--- src/rtl/assert_macros.svh ---
// Assertion macros used by the top-level RTL file of the variance presence detector.
`ifndef ASSERT_MACROS_SVH
`define ASSERT_MACROS_SVH

// Expression must hold at every clock edge outside reset.
`define ASSERT_ALWAYS(label, clk, rst_n, expr) \
  label: assert property (@(posedge clk) disable iff (!rst_n) (expr)) \
    else $error("%m: assertion failed");

// Consequent must hold in the same cycle as the antecedent.
`define ASSERT_IMPLIES(label, clk, rst_n, ante, cons) \
  label: assert property (@(posedge clk) disable iff (!rst_n) (ante) |-> (cons)) \
    else $error("%m: assertion failed");

// Consequent must hold in the cycle after the antecedent.
`define ASSERT_NEXT(label, clk, rst_n, ante, cons) \
  label: assert property (@(posedge clk) disable iff (!rst_n) (ante) |=> (cons)) \
    else $error("%m: assertion failed");

`endif

--- src/rtl/wvpd_pkg.sv ---
// Package with the fixed field widths and constants of the variance presence detector.
`default_nettype none

package wvpd_pkg;

  // Field widths.
  localparam int SAMPLE_W = 8;
  localparam int THRESH_W = 16;
  localparam int VAR_W    = 17;
  // Width of the square of one sample; its largest value is 128 squared.
  localparam int SQR_W    = 15;

  // Saturated variance and threshold after reset.
  localparam logic [VAR_W-1:0]    VAR_SAT      = 17'h10000;
  localparam logic [THRESH_W-1:0] THRESH_RESET = 16'd128;

endpackage

`default_nettype wire

--- src/rtl/wvpd_ram.sv ---
// Generic single-port-write, single-port-read RAM with a registered read.
`default_nettype none

module wvpd_ram #(
  parameter int WIDTH = 8,
  parameter int DEPTH = 20
) (
  input  wire logic                                 clk,
  input  wire logic                                 wr_en,
  input  wire logic [((DEPTH > 1) ? $clog2(DEPTH) : 1)-1:0] wr_addr,
  input  wire logic [WIDTH-1:0]                     wr_data,
  input  wire logic                                 rd_en,
  input  wire logic [((DEPTH > 1) ? $clog2(DEPTH) : 1)-1:0] rd_addr,
  output logic      [WIDTH-1:0]                     rd_data
);

  logic [WIDTH-1:0] mem [DEPTH];
  logic [WIDTH-1:0] rd_data_r;

  // Write port.
  always_ff @(posedge clk) begin
    if (wr_en) begin
      mem[wr_addr] <= wr_data;
    end
  end

  // Read port; the data holds while no read is requested.
  always_ff @(posedge clk) begin
    if (rd_en) begin
      rd_data_r <= mem[rd_addr];
    end
  end

  assign rd_data = rd_data_r;

endmodule

`default_nettype wire

--- src/rtl/windowed_variance_presence_detector_top.sv ---
// Top level of the windowed variance presence detector.
//
// Usage: one signed dBm sample enters per input transaction (in_valid, in_stall);
// every sample gives one result transaction (out_valid, out_stall). A transaction
// completes at a rising edge where valid is high and stall is low.
// The last WINDOW samples live in a ring RAM; running sums are updated per sample.
// Until WINDOW samples have arrived, results carry window_full = 0 and zero fields.
// Each sample passes six registers before its result is valid (input register, sum
// update, products, variance compare, reciprocal multiply, quotient fix-up).
// Throughput: one sample per cycle while the receiver does not stall; the running
// sums close their loop through a single register.
// When the receiver stalls, bubbles in the six stages are filled first; in_stall
// rises only once every stage holds a transaction, and the result holds steady.
// cfg_wr_en writes the threshold (sixteenths); do so only while the block is idle.
// Reset clears the sums, fill state, presence flag and threshold (128). The ring
// RAM needs no clearing pass: entries are masked until the ring has filled once.
`default_nettype none

`include "assert_macros.svh"

module windowed_variance_presence_detector_top
  import wvpd_pkg::*;
#(
  parameter int WINDOW = 20
) (
  input  wire logic                       clk,
  input  wire logic                       rst_n,
  // Configuration port.
  input  wire logic                       cfg_wr_en,
  input  wire logic [THRESH_W-1:0]        cfg_wr_data,
  // Input channel.
  input  wire logic                       in_valid,
  output logic                            in_stall,
  input  wire logic signed [SAMPLE_W-1:0] in_sample_dbm,
  // Result channel.
  output logic                            out_valid,
  input  wire logic                       out_stall,
  output logic                            out_window_full,
  output logic [VAR_W-1:0]                out_variance_q4,
  output logic                            out_present,
  output logic                            out_status_changed
);

  // Derived sizes.
  localparam int N2       = WINDOW * WINDOW;
  localparam int ADDR_W   = $clog2(WINDOW);
  localparam int SUM_W    = $clog2(128 * WINDOW) + 1;
  localparam int SQ_W     = $clog2(16384 * WINDOW + 1);
  localparam int PROD_W   = $clog2(16384 * N2 + 1);
  localparam int DEV16_W  = PROD_W + 4;
  localparam int LIM_W    = $clog2(65535 * N2 + 1);
  localparam int CMP_W    = (DEV16_W > LIM_W) ? DEV16_W : LIM_W;
  localparam int RECIP_SH = DEV16_W;
  localparam int RECIP_W  = RECIP_SH - $clog2(N2) + 1;
  localparam int RPROD_W  = DEV16_W + RECIP_W;
  localparam int N2_W     = $clog2(N2 + 1);
  localparam int QP_W     = VAR_W + N2_W;
  localparam int REM_W    = ((DEV16_W > QP_W) ? DEV16_W : QP_W) + 1;

  localparam longint RECIP = (longint'(1) << RECIP_SH) / N2;
  localparam logic [DEV16_W-1:0] SAT_LIM   = DEV16_W'(65536 * N2);
  localparam logic [LIM_W-1:0]   LIM_RESET = LIM_W'(int'(THRESH_RESET) * N2);
  localparam logic [ADDR_W-1:0]  LAST_SLOT = ADDR_W'(WINDOW - 1);

  // Pipeline occupancy and movement.
  logic v_a_r, v_b_r, v_c_r, v_d_r, v_e_r, out_valid_r;
  logic a_mv, b_mv, c_mv, d_mv, e_mv;
  logic a_free, b_free, c_free, d_free, e_free, o_free;
  logic in_acc;

  // Architectural state.
  logic [LIM_W-1:0]        limit_r;
  logic [ADDR_W-1:0]       slot_r;
  logic                    filled_r;
  logic signed [SUM_W-1:0] sum_r;
  logic [SQ_W-1:0]         sq_r;
  logic                    present_r;

  // Stage payloads.
  logic signed [SAMPLE_W-1:0] a_sample_r;
  logic [ADDR_W-1:0]          a_slot_r;
  logic                       a_oldv_r;
  logic                       a_full_r;
  logic                       b_full_r;
  logic [PROD_W-1:0]          c_nsq_r, c_s2_r;
  logic                       c_full_r;
  logic [DEV16_W-1:0]         d_dev16_r;
  logic                       d_sat_r, d_det_r, d_chg_r, d_full_r;
  logic [DEV16_W-1:0]         e_dev16_r;
  logic [VAR_W-1:0]           e_qest_r;
  logic                       e_sat_r, e_det_r, e_chg_r, e_full_r;
  logic                       o_full_r, o_present_r, o_chg_r;
  logic [VAR_W-1:0]           o_var_r;

  logic [SAMPLE_W-1:0] ram_rdata;

  // Handshake chain: a stage takes a transaction when it is empty or is emptying.
  always_comb begin
    o_free   = !out_valid_r || !out_stall;
    e_mv     = v_e_r && o_free;
    e_free   = !v_e_r || e_mv;
    d_mv     = v_d_r && e_free;
    d_free   = !v_d_r || d_mv;
    c_mv     = v_c_r && d_free;
    c_free   = !v_c_r || c_mv;
    b_mv     = v_b_r && c_free;
    b_free   = !v_b_r || b_mv;
    a_mv     = v_a_r && b_free;
    a_free   = !v_a_r || a_mv;
    in_acc   = in_valid && a_free;
    in_stall = !a_free;
  end

  always_ff @(posedge clk) begin
    if (!rst_n) begin
      v_a_r       <= 1'b0;
      v_b_r       <= 1'b0;
      v_c_r       <= 1'b0;
      v_d_r       <= 1'b0;
      v_e_r       <= 1'b0;
      out_valid_r <= 1'b0;
    end else begin
      if (a_free) v_a_r <= in_acc;
      if (b_free) v_b_r <= a_mv;
      if (c_free) v_c_r <= b_mv;
      if (d_free) v_d_r <= c_mv;
      if (e_free) v_e_r <= d_mv;
      if (o_free) out_valid_r <= e_mv;
    end
  end

  // Threshold register, held pre-scaled by the window size squared.
  always_ff @(posedge clk) begin
    if (!rst_n) begin
      limit_r <= LIM_RESET;
    end else if (cfg_wr_en) begin
      limit_r <= LIM_W'(LIM_W'(cfg_wr_data) * LIM_W'(N2));
    end
  end

  // Ring write slot and fill tracking; the old entry is read as the sample is taken.
  logic [ADDR_W-1:0] slot_nxt;
  assign slot_nxt = (slot_r == LAST_SLOT) ? '0 : slot_r + ADDR_W'(1);

  always_ff @(posedge clk) begin
    if (!rst_n) begin
      slot_r   <= '0;
      filled_r <= 1'b0;
    end else if (in_acc) begin
      slot_r <= slot_nxt;
      if (slot_r == LAST_SLOT) filled_r <= 1'b1;
    end
  end

  // Stage A: input register.
  always_ff @(posedge clk) begin
    if (in_acc) begin
      a_sample_r <= in_sample_dbm;
      a_slot_r   <= slot_r;
      a_oldv_r   <= filled_r;
      a_full_r   <= filled_r || (slot_r == LAST_SLOT);
    end
  end

  wvpd_ram #(
    .WIDTH (SAMPLE_W),
    .DEPTH (WINDOW)
  ) u_ring (
    .clk     (clk),
    .wr_en   (a_mv),
    .wr_addr (a_slot_r),
    .wr_data (a_sample_r),
    .rd_en   (in_acc),
    .rd_addr (slot_r),
    .rd_data (ram_rdata)
  );

  // Stage B: running sums; the sample leaving the window counts as zero before the
  // ring has filled once.
  logic signed [SAMPLE_W-1:0] old_s;
  logic signed [15:0]         x_sq, o_sq;
  logic signed [SUM_W-1:0]    sum_nxt;
  logic [SQ_W-1:0]            sq_nxt;

  always_comb begin
    old_s   = a_oldv_r ? ram_rdata : '0;
    x_sq    = 16'(a_sample_r) * 16'(a_sample_r);
    o_sq    = 16'(old_s) * 16'(old_s);
    sum_nxt = sum_r + SUM_W'(a_sample_r) - SUM_W'(old_s);
    sq_nxt  = sq_r + SQ_W'(x_sq[SQR_W-1:0]) - SQ_W'(o_sq[SQR_W-1:0]);
  end

  always_ff @(posedge clk) begin
    if (!rst_n) begin
      sum_r <= '0;
      sq_r  <= '0;
    end else if (a_mv) begin
      sum_r <= sum_nxt;
      sq_r  <= sq_nxt;
    end
  end

  always_ff @(posedge clk) begin
    if (a_mv) b_full_r <= a_full_r;
  end

  // Stage C: N times the sum of squares, and the square of the sum.
  logic signed [2*SUM_W-1:0] s2_full;
  logic [PROD_W-1:0]         c_nsq_nxt;

  always_comb begin
    s2_full   = (2*SUM_W)'(sum_r) * (2*SUM_W)'(sum_r);
    c_nsq_nxt = PROD_W'(sq_r) * PROD_W'(WINDOW);
  end

  always_ff @(posedge clk) begin
    if (b_mv) begin
      c_nsq_r  <= c_nsq_nxt;
      c_s2_r   <= s2_full[PROD_W-1:0];
      c_full_r <= b_full_r;
    end
  end

  // Stage D: scaled deviation, presence decision and saturation check.
  logic [PROD_W-1:0]  dev;
  logic [DEV16_W-1:0] dev16;
  logic               det, sat;

  always_comb begin
    dev   = c_nsq_r - c_s2_r;
    dev16 = c_full_r ? {dev, 4'b0000} : '0;
    det   = CMP_W'(dev16) > CMP_W'(limit_r);
    sat   = dev16 >= SAT_LIM;
  end

  always_ff @(posedge clk) begin
    if (!rst_n) begin
      present_r <= 1'b0;
    end else if (c_mv && c_full_r) begin
      present_r <= det;
    end
  end

  always_ff @(posedge clk) begin
    if (c_mv) begin
      d_dev16_r <= dev16;
      d_sat_r   <= sat;
      d_det_r   <= det;
      d_chg_r   <= c_full_r && (det != present_r);
      d_full_r  <= c_full_r;
    end
  end

  // Stage E: quotient estimate by the reciprocal of N squared; it is at most one low.
  logic [RPROD_W-1:0] recip_prod;
  assign recip_prod = RPROD_W'(d_dev16_r) * RPROD_W'(RECIP);

  always_ff @(posedge clk) begin
    if (d_mv) begin
      e_dev16_r <= d_dev16_r;
      e_qest_r  <= recip_prod[RECIP_SH +: VAR_W];
      e_sat_r   <= d_sat_r;
      e_det_r   <= d_det_r;
      e_chg_r   <= d_chg_r;
      e_full_r  <= d_full_r;
    end
  end

  // Output stage: fix up the quotient from the remainder, then saturate.
  logic [QP_W-1:0]  qprod;
  logic [REM_W-1:0] rem;
  logic [VAR_W-1:0] q_fix;

  always_comb begin
    qprod = QP_W'(e_qest_r) * QP_W'(N2);
    rem   = REM_W'(e_dev16_r) - REM_W'(qprod);
    q_fix = e_qest_r + VAR_W'(rem >= REM_W'(N2));
  end

  always_ff @(posedge clk) begin
    if (e_mv) begin
      o_full_r    <= e_full_r;
      o_var_r     <= e_sat_r ? VAR_SAT : q_fix;
      o_present_r <= e_det_r;
      o_chg_r     <= e_chg_r;
    end
  end

  assign out_valid          = out_valid_r;
  assign out_window_full    = o_full_r;
  assign out_variance_q4    = o_var_r;
  assign out_present        = o_present_r;
  assign out_status_changed = o_chg_r;

  // Checks on the pipeline and fill logic.
  `ASSERT_IMPLIES(a_stall_only_when_held, clk, rst_n, in_stall, v_a_r && !b_free)
  `ASSERT_NEXT(a_filled_sticks, clk, rst_n, filled_r, filled_r)
  `ASSERT_IMPLIES(a_old_entry_needs_full, clk, rst_n, v_a_r && a_oldv_r, a_full_r)
  `ASSERT_IMPLIES(a_partial_window_zero, clk, rst_n, out_valid && !out_window_full,
                  out_variance_q4 == '0 && !out_present && !out_status_changed)

endmodule

`default_nettype wire

--- config.mk ---
export PLATFORM = sky130hd
export DESIGN_NAME = windowed_variance_presence_detector_top
export DESIGN_NICKNAME = d
export VERILOG_FILES = /design/src/rtl/wvpd_pkg.sv /design/src/rtl/wvpd_ram.sv /design/src/rtl/windowed_variance_presence_detector_top.sv
export VERILOG_INCLUDE_DIRS = /design/src /design/src/rtl
export SDC_FILE = /design/constraint.sdc
export NUM_CORES = 2
export LEC_CHECK = 0
export BUFFER_PORTS_ARGS = -buffer_cell sky130_fd_sc_hd__buf_4
export CAP_MARGIN = 40
export CORE_MARGIN = 1.5
export CORE_UTILIZATION = 40
export CTS_CLUSTER_SIZE = 10
export DETAILED_ROUTE_END_ITERATION = 10
export GPL_ROUTABILITY_DRIVEN = 1
export GPL_TIMING_DRIVEN = 0
export PLACE_DENSITY_LB_ADDON = 0.3
export SLEW_MARGIN = 20
export SYNTH_ARGS = -nofsm -noshare
export SYNTH_HDL_FRONTEND = slang
export SYNTH_SLANG_ARGS = --single-unit
--- constraint.sdc ---
create_clock -name clk -period 10 [get_ports clk]
set_input_delay 1 -clock clk [delete_from_list [all_inputs] [get_ports clk]]
set_output_delay 1 -clock clk [all_outputs]
set_load 0.03 [all_outputs]
# Word level (Yosys, flattened, before mapping)

Memory sizes are Yosys's and may differ from the RTL's. A register that Yosys moved wholly into a read port is not among the register bits.
Cells that the tools add are included.

Add/sub/neg operators: 8
Order comparisons: 3
Muxes and demuxes: 5
Equality and inequality tests: 2
Reductions and logical operators: 24
Multipliers: 7

Operators by type and width:

| kind                     | count |
|---|---|
| $mul A27 B16 Y41 const B | 1 |
| $mul A8 B8 Y15           | 2 |
| $ge A28 B9 Y1 const B    | 1 |
| $sub A27 B26 Y28         | 1 |
| $ge A27 B25 Y1 const B   | 1 |
| $gt A27 B25 Y1           | 1 |
| $mux W27                 | 1 |
| $mul A13 B13 Y23         | 1 |
| $sub A23 B23 Y23         | 1 |
| $mul A17 B5 Y22 const B  | 1 |
| $mul A16 B5 Y21 const B  | 1 |
| $mul A19 B3 Y21 const B  | 1 |
| $add A19 B15 Y19         | 1 |
| $sub A19 B15 Y19         | 1 |
| $add A17 B1 Y17          | 1 |
| $add A13 B8 Y13          | 1 |
| $sub A13 B8 Y13          | 1 |
| $logic_and A1 B1 Y1      | 8 |
| $logic_not A1 Y1         | 8 |
| $mux W8                  | 1 |
| $logic_or A1 B1 Y1       | 7 |
| $add A5 B1 Y5 const B    | 1 |
| $eq A5 B5 Y1 const B     | 1 |
| $mux W5                  | 1 |
| 3 further kinds          | 4 |

Memories: 1
Input bits: 29
Word-level logic and storage cells: 85
RAM bits: 160
Register bits after elaboration: 226

Memories:

| memory     | words | bits a word | rd ports | clocked after Yosys merged registers in | wr ports | RTL line       | text |
|---|---|---|---|---|---|---|---|
| u_ring.mem | 20    | 8           | 1        | 1                                       | 1        | wvpd_ram.sv:17 | `logic [WIDTH-1:0] mem [DEPTH];` |

# Depth between registers and ports, before layout

Word-level depth: 14
Gate-level depth with buffers: 30
Depth with buffers taken out: 29

# Cells and area by module

From an unflattened synthesis, not the netlist that was laid out.

Cell total of the unflattened synthesis: 3433
Area total of the unflattened synthesis: 37843.8 µm²

By module, submodules not included:

| module                                  | cells each | instances | area an instance (µm²) |
|---|---|---|---|
| windowed_variance_presence_detector_top | 3125       | 1         | 31281.3 |
| wvpd_ram                                | 308        | 1         | 6562.5 |

# Worst setup path after synthesis

Ideal clock, no wire load.

Path kind: register to register
Start point: register a_sample_r[7]
End point: register sq_r[18]
Setup slack: 3.623 ns
Library setup time: 0.070 ns
Cell stages (with the launch flop): 28
Data required time: 9.930 ns
Data arrival time: 6.306 ns
Buffers on the path: 1
Path through: edfxtp_1 clkbuf_1 inv_2 nor2_1 fa_1 fa_1 inv_1 fa_1 inv_1 fa_1 ha_1 inv_1 nor2_1 nor2_1 o21bai_1 a21oi_1 o21bai_1 a21oi_1 o21ai_0 xnor2_1 fa_1 ha_1 nand3_1 a211oi_2 o31ai_2 xnor2_1 or3_1 a21oi_1

Word-level cells in the longest chain between the ends: 3

RTL lines:

| element                | RTL line                                       | text |
|---|---|---|
| from (decl)            | windowed_variance_presence_detector_top.sv:80  | `logic signed [SAMPLE_W-1:0] a_sample_r;` |
| from (signal assigned) | windowed_variance_presence_detector_top.sv:158 | `a_sample_r <= in_sample_dbm;` |
| $mul A8 B8 Y15         | windowed_variance_presence_detector_top.sv:187 | `x_sq = 16'(a_sample_r) * 16'(a_sample_r);` |
| $add A19 B15 Y19       | windowed_variance_presence_detector_top.sv:190 | `sq_nxt = sq_r + SQ_W'(x_sq[SQR_W-1:0]) - SQ_W'(o_sq[SQR_W-1:0]);` |
| $sub A19 B15 Y19       | windowed_variance_presence_detector_top.sv:190 |  |
| to (signal assigned)   | windowed_variance_presence_detector_top.sv:199 | `sq_r <= sq_nxt;` |
| to (decl)              | windowed_variance_presence_detector_top.sv:76  | `logic [SQ_W-1:0] sq_r;` |

No other way between the ends.
A chain may end at the register's enable or synchronous reset.

# Final worst setup path

Start point: register e_qest_r[1]
End point: register o_var_r[4], in the netlist out_variance_q4[4], data pin

Word-level cells in the longest chain between the ends: 4

RTL lines:

| element                | RTL line                                       | text |
|---|---|---|
| from (decl)            | windowed_variance_presence_detector_top.sv:90  | `logic [VAR_W-1:0] e_qest_r;` |
| from (signal assigned) | windowed_variance_presence_detector_top.sv:261 | `e_qest_r <= recip_prod[RECIP_SH +: VAR_W];` |
| $mul A17 B5 Y22        | windowed_variance_presence_detector_top.sv:275 | `qprod = QP_W'(e_qest_r) * QP_W'(N2);` |
| $sub A27 B26 Y28       | windowed_variance_presence_detector_top.sv:276 | `rem = REM_W'(e_dev16_r) - REM_W'(qprod);` |
| $ge A28 B9 Y1          | windowed_variance_presence_detector_top.sv:277 | `q_fix = e_qest_r + VAR_W'(rem >= REM_W'(N2));` |
| $add A17 B1 Y17 *      | windowed_variance_presence_detector_top.sv:277 |  |
| to (signal assigned)   | windowed_variance_presence_detector_top.sv:283 | `o_var_r <= e_sat_r ? VAR_SAT : q_fix;` |
| to (decl)              | windowed_variance_presence_detector_top.sv:93  | `logic [VAR_W-1:0] o_var_r;` |

Mark *: on every way between the ends. The rest lies on a longest branch, timed or not.

==> flow_summary.ini <==
[status]
outcome = finished, final reports clean

[floorplanning]
ios = 51
die_w_um = 311
start_util_pct = 40.5
dieArea_sq_mm = 0.0966
core_area_sq_mm = 0.0936
fp-row-count = 112
die_h_um = 311

[clocking]
clk_latency_ps = 630
cts_inserted_buffers = 50
cts_tree = done
cts_hold_repair.buffers = 0
cts_setup_buffers = 0
cts_root_buffer = clkbuf_16
path_clk_slew_ps = 60
clock_sinks = 385
clockBufferDepth = 3
post_cts_resized = 0
cts_max_level = 2

[finish]
drive_gt1_share_pct = 6.50
area_delta_synth_final_pct = 10.3
instances_no_fill = 4871
diodes = 0
fin_nets = 4557
multi_input_area_sq_mm = 0.0243
seq_area_sq_mm = 0.0109
fillers = 8866
final_area_sq_mm = 0.0418

[yosys]
yosysMostFrequentCell = inv_1
async_reset_ff_share_pct = 0
yosys_register_bits = 385
syn-cell-area_sq_mm = 0.0379
synth_compound_gate_area_share_pct = 8.02
synth-seq-area-share_pct = 28.8
postSynthCellCount = 3466
synth_ff_type = edfxtp_1
synth_top_family_by_area = adder cells
yosysWarnings = 0
avgSynthCellArea_sq_um = 10.9
synth.largest_area_cell = edfxtp_1
synth_adder_area_share_pct = 39.3
synth_mux_area_share_pct = 3.87
ys_types = 74
syn_nets = 4434
yosys.area_share.simple_pct = 8.82
synthTopCellsByArea = edfxtp_1, fa_1, ha_1
synth_common_cells = inv_1, ha_1, fa_1
synth_xor_xnor_area_share_pct = 4.09
synth-edff-count = 319
synth_top_area_share_pct = 25.3

[drt]
vias = 24500
remaining_drc_errors = 0
via_per_inst = 5.03
drt_first_pass_iters = 5
antenna_left = 0
wirelength_mm = 82.7
drt_iter0_markers = 1255
wire_per_inst_um = 17.0

[setup_path]
path_max_fanout = 8
max_stage_delay_ps = 580
rrSetupSlack_ps = 2450
cp-startpoint = e_qest_r[1]
cp_slowest_cell = edfxtp_1
setup.worst_path.class = reg -> reg
critPathArrivalTime_ps = 7860
reg2reg_depth = 28
required_ps = 10310
crit_end = out_variance_q4[4]
reg2reg_to = out_variance_q4[4]
start_kind = flip-flop
crit_top_cell = ha_1
cp-end-kind = flip-flop
r2r_start = e_qest_r[1]

[power_and_ir_drop]
comb_power_share_pct = 64.0
pwr-share-seq_pct = 19.4
leakage_nw = 19.4
power_density_mw_per_mm2 = 250
p_switching_mw = 4.56
p_int_mw = 5.87
swShare_pct = 43.7
vdd_drop_max_uv = 362
p_clk_share_pct = 16.6

[job]
drv_cap = 0

[place]
placed_area_sq_mm = 0.0402
io_buffers = 49
hpwl_mm = 67.2
gp_congestion = 0.887
dp_slack_ps = 2500
dp_cells = 4784

[timing]
tightest_slew_ps = 840
rsz0062_at_grt = no
slew_headroom_pct = 43.8
finClkSkew_ps = 42.2
slew_violations = 0
holdWs_ps = 424
setup_violations = 0
layout_setup_ws_ps = 2450
hold_viol = 0
tns_ps = 0
period_share_pct = 75.5
fmax_mhz = 132
period_minus_slack_ps = 7550

[global_route]
track_usage_pct = 17.3
grt_pass1_vias = 25400
grt-ovfl-total = 0
antenna_found_initial = 0
grt_max_degree = 31
grt_pass1_wl_mm = 134

[min_path]
hold_class = reg -> reg
[worst max-delay path, delay by kind of cell, from the launching register on]
family	cells	cell delay, ps
flops	1	580
simple gates	9	1710
xor+xnor	1	190
compound gates	11	2390
fa+ha+maj	7	2390
[layer usage]
layer  share of wire [%]  global-route usage [%]
met1                  46                    23.4
met3                 3.4                    2.05
met5                   0                       0
met4                 1.9                    3.77
met2                  48                    29.7
[sequential cells by signal, summed over array words and instances, names as in the netlist, 17 cells and up]
signal,cells
sq_r,19
u_ring.mem,160
out_variance_q4,17
c_s2_r,22
c_nsq_r,21
limit_r,21
e_qest_r,17
e_dev16_r,23
d_dev16_r,23
[layout make-up]
| type | count | share of cell area, % |
|---|---|---|
| buffer | 63 | 0.572 |
| clock buffer | 66 | 3.28 |
| clock inverter | 14 | 0.449 |
| inverter | 657 | 5.90 |
| multi-input combinational | 2361 | 58.2 |
| sequential | 385 | 26.1 |
| tap | 1254 | 3.75 |
| timing repair buffer | 71 | 1.76 |
[cells by family (layout without fill, tap and decap cells)]
logic type               Yosys count  count (layout)
XOR/XNOR                         177             177
AO/OA/AOI/OAI                    466             466
flip-flops                       385             385
buffers and inverters            720             871
adder cells (fa/ha/maj)          939             939
multiplexers                      85              85
AND/OR/NAND/NOR                  694             694
[cells in the final DEF (no fill, tap or decap), types with 53 or more instances in the layout]
cell and count:
inv_1 654, ha_1 520, fa_1 419, edfxtp_1 319
nor2_1 192, nand2_1 186, a21oi_1 149, xnor2_1 132
o21ai_0 79, clkbuf_1 67, dfxtp_1 66, and2_1 59
buf_4 53
[stage by stage]
step | utilization [%] | power [mW]
6_report | 44.7 | 10.4
5_1_grt | 44.7 | 11.4
4_1_cts | 44.6 | 10.5
3_5_place_dp | 42.9 | 8.69
3_3_place_gp | 42.6 | 8.60
2_1_floorplan | - | 7.29
[power groups by stage]
stage	logic [mW]	clock network, mW	registers (mW)
floorplan	5.27	0	2.02
global placement	6.53	0	2.07
detailed placement	6.63	0	2.06
CTS	6.69	1.78	2.03
global route	7.56	1.83	2.03
finish	6.68	1.73	2.02
[how the worst min path moves through the flow]
stage | startpoint | to | cells past startpoint
2_1_floorplan | a_full_r | b_full_r | 0
3_3_place_gp | d_full_r | e_full_r | 0
3_5_place_dp | d_sat_r | e_sat_r | 0
4_1_cts | d_sat_r | e_sat_r | 0
5_1_grt | d_sat_r | e_sat_r | 0
6_report | d_sat_r | e_sat_r | 0
(Power assumes the default switching activity.)
